===== config.mk =====
export PLATFORM = sky130hd
export DESIGN_NAME = signed_text_to_integer_any_base_unit
export DESIGN_NICKNAME = d
export VERILOG_FILES = /design/src/hw/rtl/stti_pkg.sv /design/src/hw/rtl/signed_text_to_integer_any_base_unit.sv /design/src/hw/rtl/stti_cfg.sv /design/src/hw/rtl/stti_front.sv /design/src/hw/rtl/stti_fifo.sv /design/src/hw/rtl/stti_back.sv
export SDC_FILE = /design/constraint.sdc
export NUM_CORES = 2
export LEC_CHECK = 0
export BUFFER_PORTS_ARGS = -buffer_cell sky130_fd_sc_hd__buf_2
export CAP_MARGIN = 15
export CORE_UTILIZATION = 35
export CTS_CLUSTER_SIZE = 30
export DETAILED_ROUTE_END_ITERATION = 12
export PLACE_DENSITY = 0.54
export SETUP_SLACK_MARGIN = 0.4
export SYNTH_ARGS = -nofsm -noshare
export SYNTH_HDL_FRONTEND = slang
export SYNTH_HIERARCHICAL = 1
export SYNTH_SLANG_ARGS = --single-unit

===== constraint.sdc =====
create_clock -name clk -period 7.4 [get_ports clk]
set_clock_uncertainty 0.15 [all_clocks]
set_input_delay 2.22 -clock clk [delete_from_list [all_inputs] [get_ports clk]]
set_output_delay 2.22 -clock clk [all_outputs]
set_load 0.01 [all_outputs]

===== src/hw/rtl/stti_pkg.sv =====
package stti_pkg;

	localparam int unsigned MAX_SYMBOLS = 16;
	localparam int unsigned SYM_SLOTS   = 16;
	localparam int unsigned DIGIT_W     = $clog2(SYM_SLOTS);
	localparam int unsigned RADIX_W     = 5;
	localparam int unsigned VALUE_W     = 32;
	localparam int unsigned CFG_DATA_W  = 64;
	localparam int unsigned CFG_IDX_W   = 2;

	localparam logic [7:0] CH_TAB   = 8'h09;
	localparam logic [7:0] CH_CR    = 8'h0D;
	localparam logic [7:0] CH_SPACE = 8'h20;
	localparam logic [7:0] CH_PLUS  = 8'h2B;
	localparam logic [7:0] CH_MINUS = 8'h2D;
	localparam logic [7:0] CH_DEL   = 8'h7F;

	localparam logic [CFG_IDX_W-1:0] REG_SYMBOL_COUNT  = 2'd0;
	localparam logic [CFG_IDX_W-1:0] REG_ALPHABET_LOW  = 2'd1;
	localparam logic [CFG_IDX_W-1:0] REG_ALPHABET_HIGH = 2'd2;

	localparam logic [RADIX_W-1:0]    RST_SYMBOL_COUNT  = 5'd10;
	localparam logic [CFG_DATA_W-1:0] RST_ALPHABET_LOW  = 64'h3837363534333231;
	localparam logic [CFG_DATA_W-1:0] RST_ALPHABET_HIGH = 64'h0000000000003938;

	localparam int unsigned QUEUE_DEPTH = 4;
	localparam int unsigned PTR_W       = $clog2(QUEUE_DEPTH);

	typedef logic [SYM_SLOTS-1:0][7:0] symbols_t;

	typedef enum logic [2:0] {
		CLS_SPACE,
		CLS_PLUS,
		CLS_MINUS,
		CLS_DIGIT,
		CLS_OTHER
	} cls_t;

	typedef struct packed {
		logic                 start;
		cls_t                 cls;
		logic [DIGIT_W-1:0]   digit;
	} item_t;

	typedef struct packed {
		logic [RADIX_W-1:0] radix;
		symbols_t           symbols;
		logic               alph_ok;
	} cfg_t;

	function automatic logic alph_valid(input logic [RADIX_W-1:0] n, input symbols_t s);
		logic ok;
		ok = (n >= RADIX_W'(2)) && (n <= RADIX_W'(MAX_SYMBOLS)) && (n <= RADIX_W'(SYM_SLOTS));
		for (int i = 0; i < SYM_SLOTS; i++) begin
			if (RADIX_W'(i) < n) begin
				if (s[i] == CH_PLUS || s[i] == CH_MINUS || s[i] <= CH_SPACE || s[i] >= CH_DEL)
					ok = 1'b0;
				for (int j = i + 1; j < SYM_SLOTS; j++) begin
					if (RADIX_W'(j) < n && s[j] == s[i])
						ok = 1'b0;
				end
			end
		end
		return ok;
	endfunction

endpackage


===== src/hw/rtl/signed_text_to_integer_any_base_unit.sv =====
// Signed integer parser over a configurable digit alphabet.
// Input channel (in_valid/in_stall): one text byte per beat, with string_start
// marking the first byte of a string. Output channel (out_valid/out_stall):
// one beat per parsed number, parsed_value plus alphabet_invalid.
// Configuration: cfg_wr_en with cfg_index 0 (symbol count), 1 (symbols 0-7),
// 2 (symbols 8-15); write only while no string is in flight.
// Throughput: one byte per cycle while in_stall is low. A front classifier
// matches each byte against all symbols in parallel and drops it into a
// four-entry queue; the back end retires one queued byte per cycle with one
// 32x5 multiply-add, unless a held output beat stalls it. A byte passes
// through the queue register and then the output register to out_valid.
// out_stall holds the output register; while it holds a beat, the back end
// halts, the queue fills, and in_stall rises once four bytes are waiting.
// Reset: queue emptied, parser finished (bytes ignored until a string start),
// symbol count 10 and the default alphabet loaded.
module signed_text_to_integer_any_base_unit
	import stti_pkg::*;
(
	input  logic                      clk,
	input  logic                      arst_n,
	input  logic                      in_valid,
	output logic                      in_stall,
	input  logic [7:0]                text_byte,
	input  logic                      string_start,
	output logic                      out_valid,
	input  logic                      out_stall,
	output logic signed [VALUE_W-1:0] parsed_value,
	output logic                      alphabet_invalid,
	input  logic                      cfg_wr_en,
	input  logic [CFG_IDX_W-1:0]      cfg_index,
	input  logic [CFG_DATA_W-1:0]     cfg_wdata
);

	cfg_t  cfg;
	logic  push, q_full, pop, q_empty;
	item_t push_item, pop_item;

	stti_cfg u_cfg (
		.clk      (clk),
		.arst_n   (arst_n),
		.wr_en    (cfg_wr_en),
		.wr_index (cfg_index),
		.wr_data  (cfg_wdata),
		.cfg      (cfg)
	);

	stti_front u_front (
		.in_valid     (in_valid),
		.in_stall     (in_stall),
		.text_byte    (text_byte),
		.string_start (string_start),
		.cfg          (cfg),
		.push         (push),
		.push_item    (push_item),
		.q_full       (q_full)
	);

	stti_fifo u_fifo (
		.clk       (clk),
		.arst_n    (arst_n),
		.push      (push),
		.push_item (push_item),
		.full      (q_full),
		.pop       (pop),
		.pop_item  (pop_item),
		.empty     (q_empty)
	);

	stti_back u_back (
		.clk              (clk),
		.arst_n           (arst_n),
		.cfg              (cfg),
		.item             (pop_item),
		.q_empty          (q_empty),
		.pop              (pop),
		.out_valid        (out_valid),
		.out_stall        (out_stall),
		.parsed_value     (parsed_value),
		.alphabet_invalid (alphabet_invalid)
	);

endmodule


===== src/hw/rtl/stti_cfg.sv =====
module stti_cfg
	import stti_pkg::*;
(
	input  logic                  clk,
	input  logic                  arst_n,
	input  logic                  wr_en,
	input  logic [CFG_IDX_W-1:0]  wr_index,
	input  logic [CFG_DATA_W-1:0] wr_data,
	output cfg_t                  cfg
);

	logic [RADIX_W-1:0]    count_q;
	logic [CFG_DATA_W-1:0] alo_q;
	logic [CFG_DATA_W-1:0] ahi_q;
	logic                  ok_q;
	symbols_t              symbols;

	assign symbols = {ahi_q, alo_q};

	always_ff @(posedge clk or negedge arst_n) begin
		if (!arst_n) begin
			count_q <= RST_SYMBOL_COUNT;
			alo_q   <= RST_ALPHABET_LOW;
			ahi_q   <= RST_ALPHABET_HIGH;
			ok_q    <= alph_valid(RST_SYMBOL_COUNT, {RST_ALPHABET_HIGH, RST_ALPHABET_LOW});
		end else begin
			if (wr_en) begin
				case (wr_index)
					REG_SYMBOL_COUNT:  count_q <= wr_data[RADIX_W-1:0];
					REG_ALPHABET_LOW:  alo_q   <= wr_data;
					REG_ALPHABET_HIGH: ahi_q   <= wr_data;
					default: ;
				endcase
			end
			// recheck the alphabet every cycle from the stored registers
			ok_q <= alph_valid(count_q, symbols);
		end
	end

	assign cfg.radix   = count_q;
	assign cfg.symbols = symbols;
	assign cfg.alph_ok = ok_q;

endmodule


===== src/hw/rtl/stti_front.sv =====
module stti_front
	import stti_pkg::*;
(
	input  logic       in_valid,
	output logic       in_stall,
	input  logic [7:0] text_byte,
	input  logic       string_start,
	input  cfg_t       cfg,
	output logic       push,
	output item_t      push_item,
	input  logic       q_full
);

	logic               hit;
	logic [DIGIT_W-1:0] digit;

	// lowest matching symbol wins
	always_comb begin
		hit   = 1'b0;
		digit = '0;
		for (int i = SYM_SLOTS - 1; i >= 0; i--) begin
			if (RADIX_W'(i) < cfg.radix && cfg.symbols[i] == text_byte) begin
				hit   = 1'b1;
				digit = DIGIT_W'(i);
			end
		end
	end

	always_comb begin
		push_item.start = string_start;
		push_item.digit = digit;
		if ((text_byte >= CH_TAB && text_byte <= CH_CR) || text_byte == CH_SPACE)
			push_item.cls = CLS_SPACE;
		else if (text_byte == CH_PLUS)
			push_item.cls = CLS_PLUS;
		else if (text_byte == CH_MINUS)
			push_item.cls = CLS_MINUS;
		else if (hit)
			push_item.cls = CLS_DIGIT;
		else
			push_item.cls = CLS_OTHER;
	end

	assign in_stall = q_full;
	assign push     = in_valid && !q_full;

endmodule


===== src/hw/rtl/stti_fifo.sv =====
module stti_fifo
	import stti_pkg::*;
(
	input  logic  clk,
	input  logic  arst_n,
	input  logic  push,
	input  item_t push_item,
	output logic  full,
	input  logic  pop,
	output item_t pop_item,
	output logic  empty
);

	item_t            mem_q [QUEUE_DEPTH];
	logic [PTR_W-1:0] wr_ptr_q;
	logic [PTR_W-1:0] rd_ptr_q;
	logic [PTR_W:0]   count_q;

	assign full     = count_q == (PTR_W+1)'(QUEUE_DEPTH);
	assign empty    = count_q == '0;
	assign pop_item = mem_q[rd_ptr_q];

	always_ff @(posedge clk) begin
		if (push)
			mem_q[wr_ptr_q] <= push_item;
	end

	always_ff @(posedge clk or negedge arst_n) begin
		if (!arst_n) begin
			wr_ptr_q <= '0;
			rd_ptr_q <= '0;
			count_q  <= '0;
		end else begin
			if (push)
				wr_ptr_q <= wr_ptr_q + 1'b1;
			if (pop)
				rd_ptr_q <= rd_ptr_q + 1'b1;
			if (push && !pop)
				count_q <= count_q + 1'b1;
			else if (pop && !push)
				count_q <= count_q - 1'b1;
		end
	end

endmodule


===== src/hw/rtl/stti_back.sv =====
module stti_back
	import stti_pkg::*;
(
	input  logic                      clk,
	input  logic                      arst_n,
	input  cfg_t                      cfg,
	input  item_t                     item,
	input  logic                      q_empty,
	output logic                      pop,
	output logic                      out_valid,
	input  logic                      out_stall,
	output logic signed [VALUE_W-1:0] parsed_value,
	output logic                      alphabet_invalid
);

	typedef enum logic [1:0] {
		PH_DONE,
		PH_SPACE,
		PH_SIGN,
		PH_DIGIT
	} phase_t;

	phase_t               phase_q, eff_phase, nxt_phase;
	logic                 neg_q, eff_neg, nxt_neg;
	logic [VALUE_W-1:0]   acc_q, eff_acc, nxt_acc;
	logic [VALUE_W-1:0]   prod, mac;
	logic                 emit, emit_inv;
	logic [VALUE_W-1:0]   emit_val;
	logic                 out_valid_q;
	logic [VALUE_W-1:0]   value_q;
	logic                 inv_q;

	assign pop = !q_empty && (!out_valid_q || !out_stall);

	always_comb begin
		eff_phase = item.start ? PH_SPACE : phase_q;
		eff_neg   = item.start ? 1'b0 : neg_q;
		eff_acc   = item.start ? '0 : acc_q;
		prod      = VALUE_W'(eff_acc * VALUE_W'(cfg.radix));
		mac       = prod + VALUE_W'(item.digit);
		nxt_phase = eff_phase;
		nxt_neg   = eff_neg;
		nxt_acc   = eff_acc;
		emit      = 1'b0;
		emit_inv  = 1'b0;
		emit_val  = '0;
		case (eff_phase)
			PH_DONE: ;
			default: begin
				if (!cfg.alph_ok) begin
					emit      = 1'b1;
					emit_inv  = 1'b1;
					nxt_phase = PH_DONE;
				end else if (eff_phase == PH_SPACE && item.cls == CLS_SPACE) begin
					nxt_phase = PH_SPACE;
				end else if (eff_phase != PH_DIGIT && item.cls == CLS_PLUS) begin
					nxt_phase = PH_SIGN;
				end else if (eff_phase != PH_DIGIT && item.cls == CLS_MINUS) begin
					nxt_phase = PH_SIGN;
					nxt_neg   = !eff_neg;
				end else if (item.cls == CLS_DIGIT) begin
					nxt_phase = PH_DIGIT;
					nxt_acc   = mac;
				end else begin
					// any other byte closes the number
					emit      = 1'b1;
					emit_val  = eff_neg ? (~eff_acc + 1'b1) : eff_acc;
					nxt_phase = PH_DONE;
				end
			end
		endcase
	end

	always_ff @(posedge clk or negedge arst_n) begin
		if (!arst_n) begin
			phase_q     <= PH_DONE;
			neg_q       <= 1'b0;
			acc_q       <= '0;
			out_valid_q <= 1'b0;
			value_q     <= '0;
			inv_q       <= 1'b0;
		end else begin
			if (pop) begin
				phase_q <= nxt_phase;
				neg_q   <= nxt_neg;
				acc_q   <= nxt_acc;
			end
			if (pop && emit) begin
				out_valid_q <= 1'b1;
				value_q     <= emit_val;
				inv_q       <= emit_inv;
			end else if (!out_stall) begin
				// drop the beat once it has been taken
				out_valid_q <= 1'b0;
			end
		end
	end

	assign out_valid        = out_valid_q;
	assign parsed_value     = $signed(value_q);
	assign alphabet_invalid = inv_q;

endmodule


# --- After elaboration in Yosys (flattened, before gate mapping) ---
# Memory sizes are Yosys's and may differ from the RTL's.
# Cells that the tools add are included.
totals:
  reg_bits: 210
  ram_bits: 32
  input_bits: 80
  out_inout_bits: 35
  n_memories: 1
classes:
  add_sub_neg: 6
  n_mul: 1
  order_cmp: 52
  n_eq_ne: 180
  muxes: 229
  bitwise: 1
  reduce_logical: 212
mem_list:
  columns: ["name", "words", "width", "rd", "rd_clocked_by_memory_dff", "write_ports", "line", "rtl"]
  rows:
  - ["u_fifo.mem_q", 4, 8, 1, 0, 1, "stti_fifo.sv:14", "item_t mem_q [QUEUE_DEPTH];"]
ops:
  columns: ["op", "count"]
  rows:
  - ["$eq A8 B8 Y1", 136]
  - ["$mux W32", 14]
  - ["$eq A8 B6 Y1 const B", 35]
  - ["$mux W1", 186]
  - ["$logic_and A1 B1 Y1", 147]
  - ["$ge A8 B7 Y1 const B", 16]
  - ["$le A8 B6 Y1 const B", 16]
  - ["$mux W4", 16]
  - ["$logic_or A1 B1 Y1", 50]
  - ["$lt A4 B5 Y1 const A", 8]
  - ["$add A32 B1 Y32 const B", 1]
  - ["$add A32 B4 Y32", 1]
  - ["$mul A32 B5 Y32", 1]
  - ["$not A32 Y32", 1]
  - ["$lt A3 B5 Y1 const A", 4]
  - ["$mux W3", 6]
  - ["$mux W2", 7]
  - ["$lt A1 B5 Y1 const A", 2]
  - ["$lt A2 B5 Y1 const A", 2]
  - ["$ge A8 B4 Y1 const B", 1]
  - ["$le A8 B4 Y1 const B", 1]
  - ["$logic_not A1 Y1", 7]
  - ["$eq A3 B2 Y1 const B", 2]
  - ["$logic_not A3 Y1", 2]
  - ["other kinds (14)", 19]

# --- Depth between registers and ports, before layout ---
logic_depth:
  ltp_word: 156
  ltp_mapped: 22
  depth_no_buf: 17

# --- Cells and area by module ---
# The synthesis kept the hierarchy.
modules_own_cells:
  columns: ["module", "n_inst", "cells_each", "area_each_um2", "seq_area_each_um2"]
  rows:
  - ["stti_cfg", 1, 2075, 18104.9, 3400.8]
  - ["stti_back", 1, 1058, 8789.7, 1726.7]
  - ["stti_front", 1, 280, 2115.8, 0.0]
  - ["stti_fifo", 1, 76, 1547.7, 1136.1]

# --- Least setup slack after synthesis ---
# OpenSTA, ideal clock, no wires.
synth_timing:
  path_type: "register -> register"
  from: "register u_fifo.rd_ptr_q[0]"
  to: "register u_back.acc_q[21]"
  setup_ns: 0.122
  t_arrival_ns: 5.359
  required_time_ns: 7.128
  path_slack_ns: 1.769
  stages_incl_launch_ff: 22
  cell_sequence: "dfrtp_1 -> buf_6 -> mux4_2 -> buf_2 -> buf_1 -> nor2b_1 -> clkbuf_1 -> and2_1 -> fa_1 -> fa_1 -> inv_1 -> fa_1 -> inv_1 -> ha_1 -> clkbuf_2 -> nand3_1 -> nor4_2 -> o21bai_1 -> a21boi_1 -> o21ai_0 -> a21o_1 -> a32o_1"
synth_lines:
  columns: ["item", "line", "rtl"]
  rows:
  - ["start: declaration", "stti_fifo.sv:16", "logic [PTR_W-1:0] rd_ptr_q;"]
  - ["start signal: assignment", "stti_fifo.sv:37", "rd_ptr_q <= rd_ptr_q + 1'b1;"]
  - ["end signal: assignment", "stti_back.sv:86", "acc_q <= nxt_acc;"]
  - ["end: declaration", "stti_back.sv:25", "logic [VALUE_W-1:0] acc_q, eff_acc, nxt_acc;"]

==> run_results.csv <==
group,metric,value,unit
synth,netlist.top_cell.by_area,"sky130_fd_sc_hd__xnor2_1",
synth,synth.top_cell.area_share,24.2,%
timing,timing_worst_slew_pin_value,1.26,ns
min_path,worstHoldPathType,"register to register",
clocking,cts-htree-levels,1,
synth,yosys.cell_count.top_type,"sky130_fd_sc_hd__xnor2_1",
timing,fmax,0.169,GHz
setup_path,crit_buf_inv,3,
timing,worst_slew_margin_rel,15.9,%
detailed_routing,antenna_violating_nets_post_route,0,
setup_path,cp_max_fo,15,
clocking,clk_pin_slew_worst_paths,0.07,ns
setup_path,cp_common_cell,"sky130_fd_sc_hd__fa_1",
final_layout,finish.utilization,37.6,%
die,die_h,297,um
synth,post_synth_instance_area,30600,um2
synth,syn-mean-instance-area,8.76,um2
grt,grt_first_pass_wirelength,171000,um
synth,async_reset_ff_share,86.8,%
placed_design,placement.io_buffers,114,
clocking,clk_root_buffer_cell,"sky130_fd_sc_hd__clkbuf_16",
detailed_routing,vias_per_cell,5.75,
timing,setup_viol,0,
setup_path,startpoint_type,"register",
synth,ys_top_cells_by_area,"sky130_fd_sc_hd__xnor2_1 (24%), sky130_fd_sc_hd__dfrtp_1 (14%), sky130_fd_sc_hd__xor2_1 (8.1%), sky130_fd_sc_hd__fa_1 (5.7%), sky130_fd_sc_hd__mux2_2 (4.9%)",
synth,syn-instance-count,3489,
setup_path,worst_ep_required_time,7.75,ns
clocking,worst_skew_pair_later_pin_latency,0.64,ns
die,top_level_ports,115,
setup_path,path_cells,"mux4_2 > nor2b_1 > buf_4 > and2_1 > fa_1 > fa_1 > inv_1 > fa_1 > inv_1 > ha_1 > nand3_1 > nor4_2 > o21bai_1 > a21boi_1 > o21ai_0 > a21o_1 > a32o_1",
final_layout,fill_cells,8831,
detailed_routing,routed_wl,115000,um
outcome,outcome,"finished clean",
detailed_routing,top_layer,"met5",
timing,timing_max_transition_violations_final,0,
clocking,tritoncts_clock_tree,"yes",
power,p_total,8140,uW
die,rows,108,
timing,total_negative_setup_slack,0,ns
placed_design,hpwl,75900,um
final_layout,layout-drive-gt1-share,14.5,%
synth,synth_cell_type_count,96,
timing,final_min_period,5.92,ns
final_layout,area_growth,6.64,%
grt,antenna_found_initial,15,
die,die_area,88500,um2
final_layout,nets,3613,
clocking,post_cts.repair.setup_buffers,0,
setup_path,start_to_end_type_of_the_worst_setup_path,"register to register",
synth,synth.cells.most_frequent,"sky130_fd_sc_hd__xnor2_1 (846), sky130_fd_sc_hd__xor2_1 (283), sky130_fd_sc_hd__buf_2 (250)",
setup_path,cp_slowest_stage_delay,0.59,ns
placed_design,gpl.final_weighted_congestion,0.982,
synth,synth_flop_type,"sky130_fd_sc_hd__dfrtp_1",
clocking,postCtsHoldBufs,0,
die,fp.coreArea,86600,um2
clocking,cts_repair_resize_count,0,
power,cellPowerDensity,250,nW/um2
setup_path,crit_slowest_cell,"sky130_fd_sc_hd__dfrtp_1",
synth,mappedNetlistNets,3724,
detailed_routing,drcViolationCount,0,
grt,vias_in_the_first_global_route,25500,
clocking,cts_buffer_depth,3,
final_layout,register_area,6260,um2
setup_path,cp-end-kind,"register",
detailed_routing,number_of_vias_in_the_routed_layout,26200,
timing,fin_crit_share,80.0,%
detailed_routing,met3RoutedLength,10600,um
synth,synthesis.yosys.warnings,6,
die,die_width,297,um
final_layout,multiInputGateArea,21800,um2
setup_path,critical_path_arrival,6.27,ns
power,p_leak,0.0121,uW
timing,number_of_endpoints_with_negative_hold_slack_in_the_final_report,0,
power,ir_worst_vdd,254,uV
clocking,cts-buffers-inserted,29,
synth,ys_ff_latch,242,
detailed_routing,initialDrtViolationCount,2782,
grt,globalRouteOverflowTotal,0,
detailed_routing,wl_met1,46400,um
detailed_routing,routed_wire_length_per_instance,25.3,um
setup_path,critPathTopFamily,"adder cells",
synth,yosysSeqAreaShare,20.5,%
detailed_routing,met2_length,51900,um
die,initial_core_utilization,35.3,%
detailed_routing,detail_route.first_pass.iterations,6,
grt,grt_max_degree,114,
synth,synth_edf_count,32,
clocking,clkSinkCount,242,
grt,grt_util_all_layers,25.3,%
run,max_cap_viol_count,0,
timing,rsz_0062_raised_after_global_routing,"no",
[area by class of cell]
| cell class | instances | area share [%] |
|---|---|---|
| multi-input cells | 2712 | 66.8 |
| flip-flops and latches | 242 | 19.2 |
| well taps | 1155 | 4.43 |
| repair buffers | 221 | 4.41 |
| clock buffers | 38 | 2.36 |
| inverters | 172 | 1.98 |
| clock inverters | 16 | 0.718 |
| diodes | 3 | 0.0230 |
[layer usage]
| metal | global-route usage (%) | vias to the layer above |
|---|---|---|
| li1 | - | 11500 |
| met4 | 12.4 | 10 |
| met5 | 0 | - |
| met1 | 32.9 | 12900 |
| met2 | 40.0 | 1463 |
| met3 | 4.70 | 375 |
[through the flow]
stage,setup WS (ns),instances,hold WS (ns),cell area (um2)
2_1_floorplan,1.77,3489,0.306,30600
3_3_place_gp,1.59,4500,0.306,31500
3_5_place_dp,1.48,4500,0.316,31500
4_1_cts,1.45,4554,0.330,32500
5_1_grt,1.12,4556,0.357,32600
6_report,1.48,4559,0.321,32600
[kinds of logic after synthesis]
group | synth area share [%]
simple gates | 17.1
flops | 20.5
xor+xnor | 32.4
fa+ha+maj | 8.48
buf+inv | 8.27
compound gates | 7.62
mux | 5.59
[worst register-to-register path: cells and delay by family, from the launching register on]
kind	cells	cell delay, ns
buf+inv	3	0.43
compound gates	5	0.95
mux	1	0.49
simple gates	4	1.30
fa+ha+maj	4	1.88
flops	1	0.59
[where the power goes]
group / switching, uW / internal [uW]
Combinational: 2380 / 1830
Sequential: 778 / 1590
Clock: 643 / 911
[path summary, 6_finish.rpt]
check | from | to | slack, ns | cells past startpoint
setup / recovery | u_fifo/rd_ptr_q[1]$_DFFE_PN0P_ | u_back/acc_q[21]$_DFFE_PN0P_ | 1.48 | 17
hold / removal | u_back/parsed_value[19]$_DFFE_PN0P_ | u_back/parsed_value[19]$_DFFE_PN0P_ | 0.32 | 2
setup reg to reg | u_fifo/rd_ptr_q[1]$_DFFE_PN0P_ | u_back/acc_q[21]$_DFFE_PN0P_ | 1.48 | 17
hold reg to reg | u_back/parsed_value[19]$_DFFE_PN0P_ | u_back/parsed_value[19]$_DFFE_PN0P_ | 0.32 | 2
max in group asynchronous | arst_n | u_cfg/count_q[4]$_DFFE_PN0P_ | 4.63 | 2
min in group asynchronous | arst_n | u_back/acc_q[14]$_DFFE_PN0P_ | 1.33 | 1
[state kept, by name (all words and copies together), names as in the netlist]
signal                   flops
u_cfg/count_q                5
u_fifo/rd_ptr_q              2
u_cfg/alo_q                 64
u_fifo/wr_ptr_q              2
u_back/out_valid             1
u_back/parsed_value         32
u_back/phase_q               2
u_back/acc_q                32
u_fifo/count_q               3
u_cfg/ok_q                   1
u_back/alphabet_invalid      1
u_fifo/mem_q                32
u_cfg/ahi_q                 64
u_back/neg_q                 1
[cells in the final DEF (no fill, tap or decap), types with 6 or more instances in the layout]
master                      count
sky130_fd_sc_hd__xnor2_1      846
sky130_fd_sc_hd__xor2_1       283
sky130_fd_sc_hd__nand4_1      222
sky130_fd_sc_hd__dfrtp_1      171
sky130_fd_sc_hd__inv_1        170
sky130_fd_sc_hd__nand2_1      157
sky130_fd_sc_hd__and2_1       142
sky130_fd_sc_hd__mux2_2       134
sky130_fd_sc_hd__nor3_1       116
sky130_fd_sc_hd__buf_2        113
sky130_fd_sc_hd__buf_4        104
sky130_fd_sc_hd__o21ai_0       88
sky130_fd_sc_hd__nor4_1        87
sky130_fd_sc_hd__fa_1          87
sky130_fd_sc_hd__nor2_1        71
sky130_fd_sc_hd__ha_1          68
sky130_fd_sc_hd__a21oi_1       62
sky130_fd_sc_hd__nand3_1       49
sky130_fd_sc_hd__a31oi_1       39
sky130_fd_sc_hd__dfstp_2       38
sky130_fd_sc_hd__edfxtp_1      32
sky130_fd_sc_hd__clkbuf_16     29
sky130_fd_sc_hd__a21o_1        23
sky130_fd_sc_hd__o31ai_1       23
sky130_fd_sc_hd__nor2b_1       15
sky130_fd_sc_hd__or4_1         13
sky130_fd_sc_hd__o21a_1        10
sky130_fd_sc_hd__clkbuf_1       8
sky130_fd_sc_hd__nand2b_1       8
sky130_fd_sc_hd__mux4_2         8
sky130_fd_sc_hd__or3_1          7
sky130_fd_sc_hd__o21bai_1       7
sky130_fd_sc_hd__a32o_1         7
sky130_fd_sc_hd__a22o_1         7
sky130_fd_sc_hd__o21ai_1        6
Note: power is estimated with default switching activity, not from simulation.
